`config.mk`:
```
export PLATFORM = sky130hd
export DESIGN_NAME = ppbq_ctrl
export DESIGN_NICKNAME = d
export VERILOG_FILES = /design/src/sv/ppbq_pkg.sv /design/src/sv/ppbq_ctrl.sv
export SDC_FILE = /design/constraint.sdc
export NUM_CORES = 1
export LEC_CHECK = 0
export BUFFER_PORTS_ARGS = -buffer_cell sky130_fd_sc_hd__buf_2
export CAP_MARGIN = 15
export CORE_UTILIZATION = 50
export CTS_BUF_LIST = sky130_fd_sc_hd__clkbuf_2
export CTS_CLUSTER_SIZE = 20
export DETAILED_ROUTE_END_ITERATION = 16
export PLACE_DENSITY = 0.66
export SLEW_MARGIN = 20
export SYNTH_ARGS = -nofsm -noshare
export SYNTH_HDL_FRONTEND = slang
export SYNTH_SLANG_ARGS = --single-unit
```
`constraint.sdc`:
```
create_clock -name clk -period 5.6 [get_ports clk]
set_input_delay 0.56 -clock clk [delete_from_list [all_inputs] [get_ports clk]]
set_output_delay 0.56 -clock clk [all_outputs]
set_load 0.02 [all_outputs]
```
`src/sv/ppbq_pkg.sv`:
```
package ppbq_pkg;

  // Default sizes of the two banks.
  localparam int BANK_DEPTH_DEF   = 4096;
  localparam int HANDLE_WIDTH_DEF = 32;

  // Width of the handle fields at the ports.
  localparam int FIELD_WIDTH = 32;

  // Operation codes.
  localparam logic OP_PUSH = 1'b0;
  localparam logic OP_POP  = 1'b1;

  // Memory commands and outcome of one accepted operation.
  typedef struct packed {
    logic wr_a;
    logic wr_b;
    logic rd_a;
    logic rd_b;
    logic ok;
  } mem_cmd_t;

endpackage

```
`src/sv/ppbq_ctrl.sv`:
```
module ppbq_ctrl #(
  parameter int BANK_DEPTH = ppbq_pkg::BANK_DEPTH_DEF
) (
  input  logic                          clk,
  input  logic                          rst,
  input  logic                          accept,
  input  logic                          op,
  output ppbq_pkg::mem_cmd_t            cmd,
  output logic [$clog2(BANK_DEPTH)-1:0] wr_addr,
  output logic [$clog2(BANK_DEPTH)-1:0] rd_addr
);
  import ppbq_pkg::*;

  localparam int CNT_W = $clog2(BANK_DEPTH + 1);
  localparam int IDX_W = $clog2(BANK_DEPTH);
  localparam logic [CNT_W-1:0] FULL = CNT_W'(BANK_DEPTH);
  localparam logic [CNT_W-1:0] ONE  = CNT_W'(1);

  logic             input_is_b;
  logic             input_is_b_next;
  logic [CNT_W-1:0] input_count;
  logic [CNT_W-1:0] input_count_next;
  logic [CNT_W-1:0] output_count;
  logic [CNT_W-1:0] output_count_next;

  // Decide swap, bank access and new counts for the operation in this cycle.
  always_comb begin
    cmd               = '0;
    wr_addr           = '0;
    rd_addr           = '0;
    input_is_b_next   = input_is_b;
    input_count_next  = input_count;
    output_count_next = output_count;
    if (accept) begin
      if (op == OP_PUSH) begin
        if (input_count == FULL) begin
          input_is_b_next   = !input_is_b;
          input_count_next  = output_count;
          output_count_next = input_count;
        end
        if (input_count_next != FULL) begin
          wr_addr          = input_count_next[IDX_W-1:0];
          cmd.wr_a         = !input_is_b_next;
          cmd.wr_b         = input_is_b_next;
          cmd.ok           = 1'b1;
          input_count_next = input_count_next + ONE;
        end
      end else begin
        if (output_count == '0) begin
          input_is_b_next   = !input_is_b;
          input_count_next  = output_count;
          output_count_next = input_count;
        end
        if (output_count_next != '0) begin
          output_count_next = output_count_next - ONE;
          rd_addr           = output_count_next[IDX_W-1:0];
          cmd.rd_a          = input_is_b_next;
          cmd.rd_b          = !input_is_b_next;
          cmd.ok            = 1'b1;
        end
      end
    end
  end

  // Bank roles and fill counts.
  always_ff @(posedge clk) begin
    if (rst) begin
      input_is_b   <= 1'b0;
      input_count  <= '0;
      output_count <= '0;
    end else begin
      input_is_b   <= input_is_b_next;
      input_count  <= input_count_next;
      output_count <= output_count_next;
    end
  end

  // Total number of stored handles, for the checks below.
  logic [CNT_W:0] total;
  assign total = {1'b0, input_count} + {1'b0, output_count};

  a_in_count_range : assert property (@(posedge clk) disable iff (rst)
    input_count <= FULL)
    else $error("input bank count exceeds the bank depth");

  a_out_count_range : assert property (@(posedge clk) disable iff (rst)
    output_count <= FULL)
    else $error("output bank count exceeds the bank depth");

  a_one_access : assert property (@(posedge clk) disable iff (rst)
    $countones({cmd.wr_a, cmd.wr_b, cmd.rd_a, cmd.rd_b}) <= 1)
    else $error("more than one bank access in one cycle");

  a_pop_total : assert property (@(posedge clk) disable iff (rst)
    accept && op == OP_POP && cmd.ok |=> total == $past(total) - 1'b1)
    else $error("successful pop did not remove exactly one handle");

  a_push_total : assert property (@(posedge clk) disable iff (rst)
    accept && op == OP_PUSH && cmd.ok |=> total == $past(total) + 1'b1)
    else $error("successful push did not add exactly one handle");

endmodule

```
Yosys cells after proc, flatten, opt, wreduce, memory -nomap -nowiden
Index checks and enable logic that the tools add are counted.
{ "totals": {"reg_bits": 27, "latchBits": 0, "ram_bits": 0, "rom_bits": 0, "in_bits": 4, "word_cells": 48, "memories": 0} }
{ "classes": {"addsub": 2, "multipliers": 0, "div": 0, "magnitude_cmp": 0, "eq_ne": 3, "shift": 0, "n_mux": 32, "bitwise": 0, "reduce_logical": 8} }
{ "ops": {"columns": ["cell", "n"], "rows": [
  ["13-bit two-way mux", 12],
  ["12-bit two-way mux", 6],
  ["13-bit by 1-bit adder with 13-bit output (second input constant)", 1],
  ["13-bit equality test (second input constant)", 1],
  ["13-bit zero test", 1],
  ["13-bit != test (second input constant)", 1],
  ["13-bit nonzero test", 1],
  ["13-bit by 1-bit subtractor with 13-bit output (second input constant)", 1],
  ["1-bit two-way mux", 9],
  ["2-bit two-way mux", 3],
  ["5-bit two-way mux", 1],
  ["2-bit AND reduction", 2],
  ["1-bit zero test", 3],
  ["3-bit two-way mux", 1],
  ["2-bit by 1-bit != test with 1-bit output (second input constant)", 1],
  ["2-bit nonzero test", 1]
]} }

Depth between registers and ports, before layout
Gate-level depths: netlist of the first run.
{ "depth": {"ltp_word": 8, "mapped_depth": 13} }

Worst setup path after synthesis of the first run
No wires, ideal clock.
{ "synth_timing": {"kind": "reg-to-output", "startpoint": "register output_count[2]", "endpoint": "output port rd_addr[6]", "arrival_time_ps": 2650, "setup_slack_ps": 2390, "stages_incl_launch_ff": 12, "path_buffers": 3, "path_cell_list": "dfxtp_1 -> clkbuf_1 -> nor4_2 -> and4_1 -> buf_2 -> buf_2 -> a21oi_1 -> ha_1 -> o211ai_1 -> nor4_1 -> xor2_1 -> nor2_1"} }
{ "synth_via": {"elab_chain_cells": 8, "word_cells_on_any_way": 9, "classes_between": "1 x add/sub; 6 x mux; 2 x reduce/logical"} }
{ "synth_rtl": {"columns": ["element", "line", "rtl"], "rows": [
  ["start, declared", "ppbq_ctrl.sv:23", "logic [CNT_W-1:0] output_count;"],
  ["start signal, assigned", "ppbq_ctrl.sv:74", "output_count <= output_count_next;"],
  ["13-bit zero test", "ppbq_ctrl.sv:49", "if (output_count == '0) begin"],
  ["13-bit two-way mux *", "ppbq_ctrl.sv:49", null],
  ["13-bit two-way mux *", "ppbq_ctrl.sv:35", "if (op == OP_PUSH) begin"],
  ["13-bit two-way mux *", "ppbq_ctrl.sv:34", "if (accept) begin"],
  ["13-bit by 1-bit subtractor with 13-bit output / 13-bit nonzero test (equally long branches)", "ppbq_ctrl.sv:55, ppbq_ctrl.sv:54", null],
  ["12-bit two-way mux *", "ppbq_ctrl.sv:54", "if (output_count_next != '0) begin"],
  ["12-bit two-way mux *", "ppbq_ctrl.sv:35", null],
  ["12-bit two-way mux *", "ppbq_ctrl.sv:34", null],
  ["end, declared", "ppbq_ctrl.sv:10", "output logic [$clog2(BANK_DEPTH)-1:0] rd_addr"]
]} }
Every way passes the cells marked *; elsewhere a longest branch is shown, timed or not. The select of a mux whose other input is x is not followed.

Final worst setup path of the first run
{ "layout_timing": {"startpoint": "register input_count[12]", "endpoint": "output port wr_addr[0]"} }
{ "layout_via": {"elab_chain_cells": 8} }
{ "layout_rtl": {"columns": ["element", "line", "rtl"], "rows": [
  ["start, declared", "ppbq_ctrl.sv:21", "logic [CNT_W-1:0] input_count;"],
  ["start signal, assigned", "ppbq_ctrl.sv:73", "input_count <= input_count_next;"],
  ["13-bit equality test", "ppbq_ctrl.sv:36", "if (input_count == FULL) begin"],
  ["13-bit two-way mux *", "ppbq_ctrl.sv:36", null],
  ["13-bit two-way mux *", "ppbq_ctrl.sv:35", null],
  ["13-bit two-way mux *", "ppbq_ctrl.sv:34", null],
  ["13-bit != test", "ppbq_ctrl.sv:41", "if (input_count_next != FULL) begin"],
  ["12-bit two-way mux *", "ppbq_ctrl.sv:41", null],
  ["12-bit two-way mux *", "ppbq_ctrl.sv:35", null],
  ["12-bit two-way mux *", "ppbq_ctrl.sv:34", null],
  ["end, declared", "ppbq_ctrl.sv:9", "output logic [$clog2(BANK_DEPTH)-1:0] wr_addr,"]
]} }
Marked as above.

==> results.md, run 1 <==
* Hold WC Path Type: input port to flop
* Transition at the pin with the smallest max-transition slack at 1.01 ns
* H-tree Lvls at 1
* DRT Pass-1 Iters at 5
* Number of buffers added by the clock tree synthesis step at 3
* FFs w/ async S/R, synth at 0
* Gate count of the mapped netlist at 357
* Max cap viols at 0
* Post-CTS Repair Setup Buffers at 0
* Effective utilization at floorplan at 0.518
* Outcome: finished clean
* Synthesized-area fraction occupied by and/or/nand/nor cells at 0.390
* Peak ir drop on the vdd network at 0.000133 V
* Combined flip-flop and latch cell area at 541 µm²
* Overall routed net length at 7.71 mm
* Total area of multi-input combinational cells at 1960 µm²
* DRC errors left at 0
* Finished Cell Area at 2800 µm²
* Floorplan Core Area at 5110 µm²
* Global-route wire length before repair at 12.3 mm
* Post-synthesis cell type count at 68
* Crit Path Class: flop to primary output
* Overall die area at 5580 µm²
* Highest clock rate at 241 MHz
* Register area share after synthesis at 0.204
* Count of flip-flops with a built-in enable after synthesis at 0
* Hold-fix buffers at CTS at 0
* XOR/XNOR Fraction of Synth Area at 0.0431
* Combinational family with the most area after synthesis: simple AND/OR/NAND/NOR gates
* Per-cell via count in the routed design at 6.42
* Clock-pin slew on the worst setup and hold paths at 0.28 ns
* Number of warnings reported in the yosys synthesis log at 0
* Diodes inserted at 0
* Most frequent cells in the layout: sky130_fd_sc_hd__nor2_1 (52), sky130_fd_sc_hd__nand2_1 (35), sky130_fd_sc_hd__buf_2 (32)
* Synthesized-area fraction occupied by ao, oa, aoi and oai cells at 0.257
* Layout Area Growth over Synthesis at 5.96%
* Antenna-violating nets left at 0
* Final weighted congestion in routability-driven placement at 0.880
* Finish-stage setup viols at 0
* Vias after detailed routing at 2817
* Maximum count of clock buffers along a single path at 2
* Overall power consumption at 848 µW
* Relative slew slack at 0.324
* Die boundary height at 74.7 µm
* Post-Route Setup TNS at 0 ns
* Cell area reported after detailed placement at 2780 µm²
* Number of clock sinks seen by CTS at 27
* Mapped Area at 2640 µm²
* Most common cell after layout, fill and taps aside: sky130_fd_sc_hd__nor2_1
* CTS root buf: sky130_fd_sc_hd__clkbuf_2
* Total of fill cells in the finished design at 540
* Critical Path End Type: primary output
* Largest fanout on the critical path at 12
* PwrDens at 303 nW/µm²
* Register bit count reported by yosys at 27
* Min Tclk post-route at 4.16 ns
* Synthesized area per cell at 7.41 µm²
* Sort of element at the start of the critical path: flop
* Mux cell area share after synthesis at 0.0237
* Max-slew violation count at 0
* Number of DRC markers in iteration 0 at 312
* Synthesized net count at 367
* Adder-cell area share of the yosys netlist at 0.0284
* Sum of overflow across all layers after global routing at 0
* Maximum number of pins on one net before global-route repair at 19
* Tightest hold margin at 0.545 ns
* Cells resized by post-CTS repair at 0
* Skew-Pair Late Insertion Delay at 0.37 ns
* Fraction of final layout cells sized beyond drive strength 1 at 0.160
* Number of antenna violations at the first check in global routing at 0
* Overall routing resource usage at 0.287
* IO Pins at 33
* Unrepaired setup endpoints after global routing: no
* Leak pwr at 1.08 nW
* Critical path data required time at 5.04 ns
* Fin Clk Skew at 0.00402 ns
* Detailed-route wire length per cell at 17.6 µm
* Endpoints failing hold at 0
* Floorplan row count at 26
* Die X-Extent at 74.7 µm
* Number of global-route vias before repair at 2423
* TritonCTS clock tree: yes
* Nets at 380
* Post-detail-place hpwl at 5.66 mm
* IO buf count at 32
* Main flop type after synthesis: sky130_fd_sc_hd__dfxtp_1
* Final period util at 0.742
* Crit path DAT at 3.60 ns
[cells by family after synthesis]
kind of cell | after synthesis
fa+ha+maj | 6
compound gates | 94
simple gates | 180
flops | 27
mux | 6
buf+inv | 31
xor+xnor | 13
[final timing paths]
kind                        start              end  slack [ns]  depth (start not counted)
hold / removal                rst   input_count[0]        0.55                          2
hold reg to reg   output_count[0]  output_count[0]        0.58                          2
setup reg to reg  input_count[12]   input_count[0]        2.24                         12
setup / recovery  input_count[12]       wr_addr[0]        1.44                         12
[routing by layer]
metal	wire [µm]	share of wire	track usage	vias to the layer above
met5	0	0	0	-
met4	133	0.017	0.111	0
met3	446	0.058	0.0321	10
met2	3550	0.46	0.464	128
met1	3570	0.46	0.392	1318
li1	-	-	-	1361
[worst max-delay path: stages, from the launching register on]
cell                       delay [ns]
sky130_fd_sc_hd__dfxtp_1         0.59
sky130_fd_sc_hd__nor4b_2         0.87
sky130_fd_sc_hd__and4_1          0.35
sky130_fd_sc_hd__or2_2           0.15
sky130_fd_sc_hd__inv_1           0.06
sky130_fd_sc_hd__ha_1            0.20
sky130_fd_sc_hd__nor4bb_1        0.14
sky130_fd_sc_hd__nand2_1         0.09
sky130_fd_sc_hd__a31oi_1         0.04
sky130_fd_sc_hd__nand4_1         0.27
sky130_fd_sc_hd__ha_1            0.20
sky130_fd_sc_hd__and2_1          0.11
sky130_fd_sc_hd__buf_2           0.16
[synth_stat cells (all sizes together) (5+ instances only)]
cell,number,area share
ha,6,0.028
and3,6,0.014
and4,6,0.020
nor3,14,0.028
nand2,35,0.050
nor2b,7,0.017
clkbuf,13,0.018
inv,5,0.0071
and2,5,0.012
xor2,6,0.020
nor4,13,0.057
nor3b,7,0.020
a31oi,5,0.012
buf,12,0.026
a21oi,21,0.041
xnor2,7,0.023
a41oi,6,0.026
nor2,52,0.074
o21ai,22,0.043
nand3,7,0.013
dfxtp,27,0.20
or4,5,0.018
[power breakdown]
| part | switching, mW | internal (mW) | total (mW) |
|---|---|---|---|
| Sequential | 0.0449 | 0.211 | 0.256 |
| Combinational | 0.317 | 0.191 | 0.508 |
| Clock | 0.0651 | 0.0188 | 0.0839 |
[through the flow]
step                setup WS (ns)  instances  utilization
global route                 1.12        439        0.549
detailed placement           2.00        435        0.545
floorplan                    2.39        357            -
global placement             2.02        435        0.545
finish                       1.44        439        0.549
CTS                          1.50        439        0.549
[area by class of cell]
type | instances | share of cell area
clock buffers | 4 | 0.00715
inverters | 6 | 0.00804
multi-input cells | 299 | 0.701
flip-flops and latches | 27 | 0.193
well taps | 70 | 0.0313
repair buffers | 33 | 0.0598
[sequential cells by signal, indices dropped and copies added, names as in the netlist]
| register | flops |
|---|---|
| input_is_b | 1 |
| input_count | 13 |
| output_count | 13 |
No activity file was read; power rests on OpenSTA's default activity.
==> inputs of run 2 (changes only) <==
- clock period: 5.6 -> 4 ns (I/O delays scaled with it)
==> run 2 against run 1 <==
Compared with the run above: via count is 2.7% higher; combinational power is 48% higher; register-to-register slack worse by 1.4 ns; worst setup slack worse by 1.2 ns.
==> results.md, run 2 (synthesis results as in run 1) <==
* Outcome: finished clean
* Finish-stage setup viols at 0
* Diodes inserted at 0
* Maximum count of clock buffers along a single path at 2
* Fin Clk Skew at 0.0191 ns
* Per-cell via count in the routed design at 6.45
* Cell area reported after detailed placement at 2860 µm²
* Combined flip-flop and latch cell area at 542 µm²
* Sort of element at the start of the critical path: flop
* Die boundary height at 74.7 µm
* Total area of multi-input combinational cells at 1970 µm²
* Total net switching power at 614 µW
* Sequential group share of total power at 0.286
* Fraction of power spent switching nets at 0.503
* Overall die area at 5580 µm²
* Floorplan Core Area at 5110 µm²
* Comb pwr share at 0.615
* Number of antenna violations at the first check in global routing at 0
* Antenna-violating nets left at 0
* Min Tclk post-route at 3.79 ns
* Worst r2r src: input_count[2]
* Sum of overflow across all layers after global routing at 0
* Effective utilization at floorplan at 0.518
* Number of buffers added by the clock tree synthesis step at 3
* Number of clock sinks seen by CTS at 27
* DRT Pass-1 Iters at 5
* Unrepaired setup endpoints after global routing: no
* Final weighted congestion in routability-driven placement at 0.909
* Fraction of met1 tracks used by global routing at 0.409
* Length in cells of the worst reg-to-reg path at 12
* Hold-fix buffers at CTS at 0
* IO Pins at 33
* Post-detail-place hpwl at 5.89 mm
* PwrDens at 423 nW/µm²
* Cell depth of the worst min-delay path at 2
* Overall routed net length at 7.94 mm
* Endpoints failing hold at 0
* Max cap viols at 0
* Relative slew slack at 0.345
* Met3 track utilization from global routing at 0.0281
* Transition at the pin with the smallest max-transition slack at 0.982 ns
* Skew-Pair Late Insertion Delay at 0.40 ns
* Met2 usage at 0.492
* Critical Path End Type: primary output
* Vias after detailed routing at 2894
* Total of fill cells in the finished design at 514
* IO buf count at 32
* Hold endpoint: output_count[0]
* Critical path data required time at 3.60 ns
* Crit path DAT at 3.39 ns
* Cells resized by post-CTS repair at 0
* Number of DRC markers in iteration 0 at 356
* Most frequent cells in the layout: sky130_fd_sc_hd__nor2_1 (52), sky130_fd_sc_hd__nand2_1 (35), sky130_fd_sc_hd__buf_2 (32)
* CTS root buf: sky130_fd_sc_hd__clkbuf_2
* Global-route wire length before repair at 12.7 mm
* TritonCTS clock tree: yes
* Registers with the most flip-flops: input_count: 13 flops, output_count: 13 flops, input_is_b: 1 flops
* Largest fanout on the critical path at 15
* Cell-internal power at 606 µW
* Peak ir drop on the vdd network at 0.000150 V
* Leak pwr at 1.13 nW
* Floorplan row count at 26
* Layout Area Growth over Synthesis at 9.09%
* Most heavily used metal layer in global routing: met2
* Max-slew violation count at 0
* Final standard cell utilization of the core at 0.565
* Crit Path Class: flop to primary output
* Register-to-register setup slack at 0.89 ns
* Die X-Extent at 74.7 µm
* Post-CTS Repair Setup Buffers at 0
* Post-Route Setup TNS at 0 ns
* Hold WC Path Type: input port to flop
* DRC errors left at 0
* Finished Cell Area at 2880 µm²
* Fraction of final layout cells sized beyond drive strength 1 at 0.187
* Endpoint of the lowest-slack register-to-register path: input_count[0]
* Clock-pin slew on the worst setup and hold paths at 0.32 ns
* Nets at 390
* Worst hold path startpoint: rst
* Number of global-route vias before repair at 2486
* Maximum number of pins on one net before global-route repair at 18
* H-tree Lvls at 1
* Detailed-route wire length per cell at 17.7 µm
* Relative contribution of the clock network to total power at 0.099
* Final period util at 0.949
* Overall routing resource usage at 0.299
* Most common cell after layout, fill and taps aside: sky130_fd_sc_hd__nor2_1
* Highest clock rate at 264 MHz
==> run 2: worst max path at each step <==
stage | startpoint | end | slack (ns) | cells after the start
after global routing | input_count[2] | wr_addr[0] | 0.02 | 12
after global placement | output_count[8] | rd_addr[6] | 0.69 | 9
after detailed placement | output_count[8] | rd_addr[6] | 0.74 | 9
after CTS | input_count[2] | wr_addr[0] | 0.23 | 12
after floorplan | output_count[2] | rd_addr[6] | 0.95 | 11
final | input_count[2] | wr_addr[0] | 0.21 | 12
==> run 2: worst max-delay path, cell delays in order, from the launching register on <==
cell and delay, ns:
sky130_fd_sc_hd__dfxtp_1 0.76, sky130_fd_sc_hd__nor4_4 0.16, sky130_fd_sc_hd__and4_1 0.23, sky130_fd_sc_hd__or2_2 0.30
sky130_fd_sc_hd__inv_1 0.09, sky130_fd_sc_hd__ha_1 0.15, sky130_fd_sc_hd__nor4bb_1 0.26, sky130_fd_sc_hd__nand2_1 0.08
sky130_fd_sc_hd__a31oi_1 0.15, sky130_fd_sc_hd__nand4_1 0.25, sky130_fd_sc_hd__ha_1 0.29, sky130_fd_sc_hd__and2_1 0.12
sky130_fd_sc_hd__buf_2 0.15
==> run 2: power groups by stage <==
stage / Sequential (mW) / Clock (mW) / Combinational, mW
2_1_floorplan: 0.327 / 0 / 0.587
3_3_place_gp: 0.351 / 0 / 0.740
3_5_place_dp: 0.350 / 0 / 0.737
4_1_cts: 0.345 / 0.123 / 0.740
5_1_grt: 0.354 / 0.133 / 0.828
6_report: 0.349 / 0.121 / 0.751
==> run 2: metrics by stage <==
step	power (mW)	instances	hold slack [ns]	worst slack, ns
final	1.22	449	0.348	0.205
after global routing	1.31	449	0.327	0.0200
after CTS	1.21	449	0.335	0.225
after detailed placement	1.09	445	0.533	0.742
after global placement	1.09	445	0.522	0.688
after floorplan	0.914	357	0.478	0.950
==> run 2: routing by layer <==
metal / vias up / part of all wire
li1: 1388 / -
met1: 1350 / 0.44
met2: 140 / 0.46
met3: 16 / 0.075
met4: 0 / 0.025
met5: - / 0
==> run 2: cell type report <==
type	instances	share of cell area
repair buffers	43	0.0842
inverters	6	0.00781
clock buffers	3	0.00521
clock inverters	1	0.00174
well taps	70	0.0304
flip-flops and latches	27	0.188
multi-input cells	299	0.683
==> inputs of run 3 (changes only) <==
- BUFFER_PORTS_ARGS: -buffer_cell sky130_fd_sc_hd__buf_2 -> unset
- CORE_UTILIZATION: 50 -> 60
- DONT_BUFFER_PORTS: unset -> 1
- PLACE_DENSITY: 0.66 -> 0.75
- clock period: 4 -> 3.16 ns (I/O delays scaled with it)
==> run 3 against run 2 <==
Compared with the run above: sequential share of layout area shrank 0.31 points; critical path depth shrank 2; wire length grew 20%; highest routed layer unchanged.
==> results.md, run 3 (synthesis results as in run 1) <==
* Number of DRC markers in iteration 0 at 536
* Cell depth of the worst min-delay path at 3
* Tightest hold margin at 0.104 ns
* Finish-stage setup viols at 0
* Sort of element at the start of the critical path: flop
* Critical Path End Type: primary output
* Outcome: finished clean
* Antenna-violating nets left at 0
* Relative slew slack at 0.320
* Fin Clk Skew at 0.00890 ns
* Per-cell via count in the routed design at 7.27
* Skew-Pair Late Insertion Delay at 0.38 ns
* H-tree Lvls at 1
* Die boundary height at 68.4 µm
* Max-slew violation count at 0
* DRT Pass-1 Iters at 5
* Transition at the pin with the smallest max-transition slack at 1.02 ns
* Fraction of power spent switching nets at 0.503
* Hold WC Path Type: input port to flop
* Fraction of final layout cells sized beyond drive strength 1 at 0.272
* Maximum single-stage delay on the critical path at 0.49 ns
* Register-to-register setup slack at 0.51 ns
* Worst hold path startpoint: op
* Length in cells of the worst reg-to-reg path at 14
* Peak ir drop on the vdd network at 0.000538 V
* CTS root buf: sky130_fd_sc_hd__clkbuf_2
* Relative contribution of the clock network to total power at 0.082
* Layout Area Growth over Synthesis at 17.8%
* Overall routed net length at 9.49 mm
* Registers with the most flip-flops: input_count: 13 flops, output_count: 13 flops, input_is_b: 1 flops
* Final weighted congestion in routability-driven placement at 1.05
* Min Tclk post-route at 3.15 ns
* Critical path data required time at 2.84 ns
* Number of clock sinks seen by CTS at 27
* Critical Path, Cell by Cell: nor4_4 -> and4_2 -> a21oi_2 -> ha_4 -> and3_1 -> nand3_2 -> o31ai_2 -> o41ai_2 -> nor2_1 -> buf_4
* Endpoints failing hold at 0
* IO Pins at 33
* Post-detail-place hpwl at 6.39 mm
* Diodes inserted at 0
* Leak pwr at 1.19 nW
* Post-Route Setup TNS at 0 ns
* Total net switching power at 892 µW
* Crit Path Class: flop to primary output
* Number of antenna violations at the first check in global routing at 0
* Sequential group share of total power at 0.251
* Clock-pin slew on the worst setup and hold paths at 0.29 ns
* Global-route wire length before repair at 13.8 mm
* Comb pwr share at 0.667
* Number of global-route vias before repair at 2686
* Highest clock rate at 318 MHz
* Die X-Extent at 68.4 µm
* TritonCTS clock tree: yes
* PwrDens at 569 nW/µm²
* IO buf count at 0
* Hold endpoint: output_count[0]
* Detailed-route wire length per cell at 22.0 µm
* Vias after detailed routing at 3142
* Nets at 393
* Cell-internal power at 880 µW
* Floorplan row count at 23
* Endpoint of the lowest-slack register-to-register path: input_count[1]
* Final period util at 0.996
* Max cap viols at 0
* Most common cell after layout, fill and taps aside: sky130_fd_sc_hd__nor2_1
* Most frequent cells in the layout: sky130_fd_sc_hd__nor2_1 (52), sky130_fd_sc_hd__buf_4 (44), sky130_fd_sc_hd__nand2_1 (34)
* Unrepaired setup endpoints after global routing: yes
* DRC errors left at 0
* Sum of overflow across all layers after global routing at 0
* Overall routing resource usage at 0.403
* Worst path slowest cell: sky130_fd_sc_hd__dfxtp_2
* Crit path DAT at 2.83 ns
* Overall die area at 4680 µm²
* Worst r2r src: input_count[2]
* Final standard cell utilization of the core at 0.757
* Maximum number of pins on one net before global-route repair at 18
* Maximum count of clock buffers along a single path at 2
* Largest fanout on the critical path at 7
* Effective utilization at floorplan at 0.642
* Floorplan Core Area at 4120 µm²
* Number of buffers added by the clock tree synthesis step at 3
-- run 3: critical path: cells and delay by family (launching register included) --
family	cells	cell delay [ns]
compound gates	3	0.72
fa+ha+maj	1	0.21
buf+inv	1	0.18
flops	1	0.49
simple gates	5	0.84
-- run 3: timing repair --
item	4_1_cts	5_1_grt
pin swaps	2	7
gates resized for setup	18	27
hold buffers	1	0
endpoints found under the setup margin	5	19
hold endpoints to repair	6	0
buffers inserted	2	6
gates cloned	0	0
-- run 3: power groups by stage --
| stage | Combinational [mW] | Clock, mW | Sequential (mW) |
|---|---|---|---|
| after detailed placement | 1.00 | 0 | 0.432 |
| after global placement | 1.00 | 0 | 0.431 |
| final | 1.18 | 0.145 | 0.445 |
| after global routing | 1.25 | 0.162 | 0.449 |
| after CTS | 1.04 | 0.148 | 0.432 |
| after floorplan | 0.743 | 0 | 0.415 |
-- run 3: how the worst max path moves through the flow --
stage / start / to / slack [ns]
3_3_place_gp: output_count[10] / rd_addr[10] / 0.24
2_1_floorplan: output_count[2] / rd_addr[6] / 0.19
6_report: output_count[6] / rd_addr[10] / 0.01
4_1_cts: output_count[3] / rd_addr[10] / -0.004
5_1_grt: output_count[0] / rd_addr[10] / -0.04
3_5_place_dp: output_count[10] / rd_addr[10] / 0.21
-- run 3: routing by layer --
layer	part of all wire	track usage	up-vias
li1	-	-	1391
met1	0.40	0.555	1462
met2	0.45	0.608	248
met3	0.12	0.0917	41
met4	0.026	0.143	0
met5	0	0	-
-- run 3: final cells by class --
| type | count | area (µm²) |
|---|---|---|
| multi-input cells | 299 | 2070 |
| fillers | 311 | 1000 |
| flip-flops and latches | 27 | 576 |
| repair buffers | 46 | 360 |
| well taps | 50 | 62.6 |
| inverters | 6 | 22.5 |
| clock buffers | 3 | 15.0 |
| clock inverters | 1 | 5.00 |
-- run 3: stage by stage --
stage	setup WS (ns)	area, µm²	cells	power, mW
after floorplan	0.194	2640	357	1.16
after global placement	0.239	2870	419	1.43
after detailed placement	0.207	2870	419	1.43
after CTS	-0.00371	2960	426	1.62
after global routing	-0.0420	3120	432	1.87
final	0.0124	3120	432	1.77
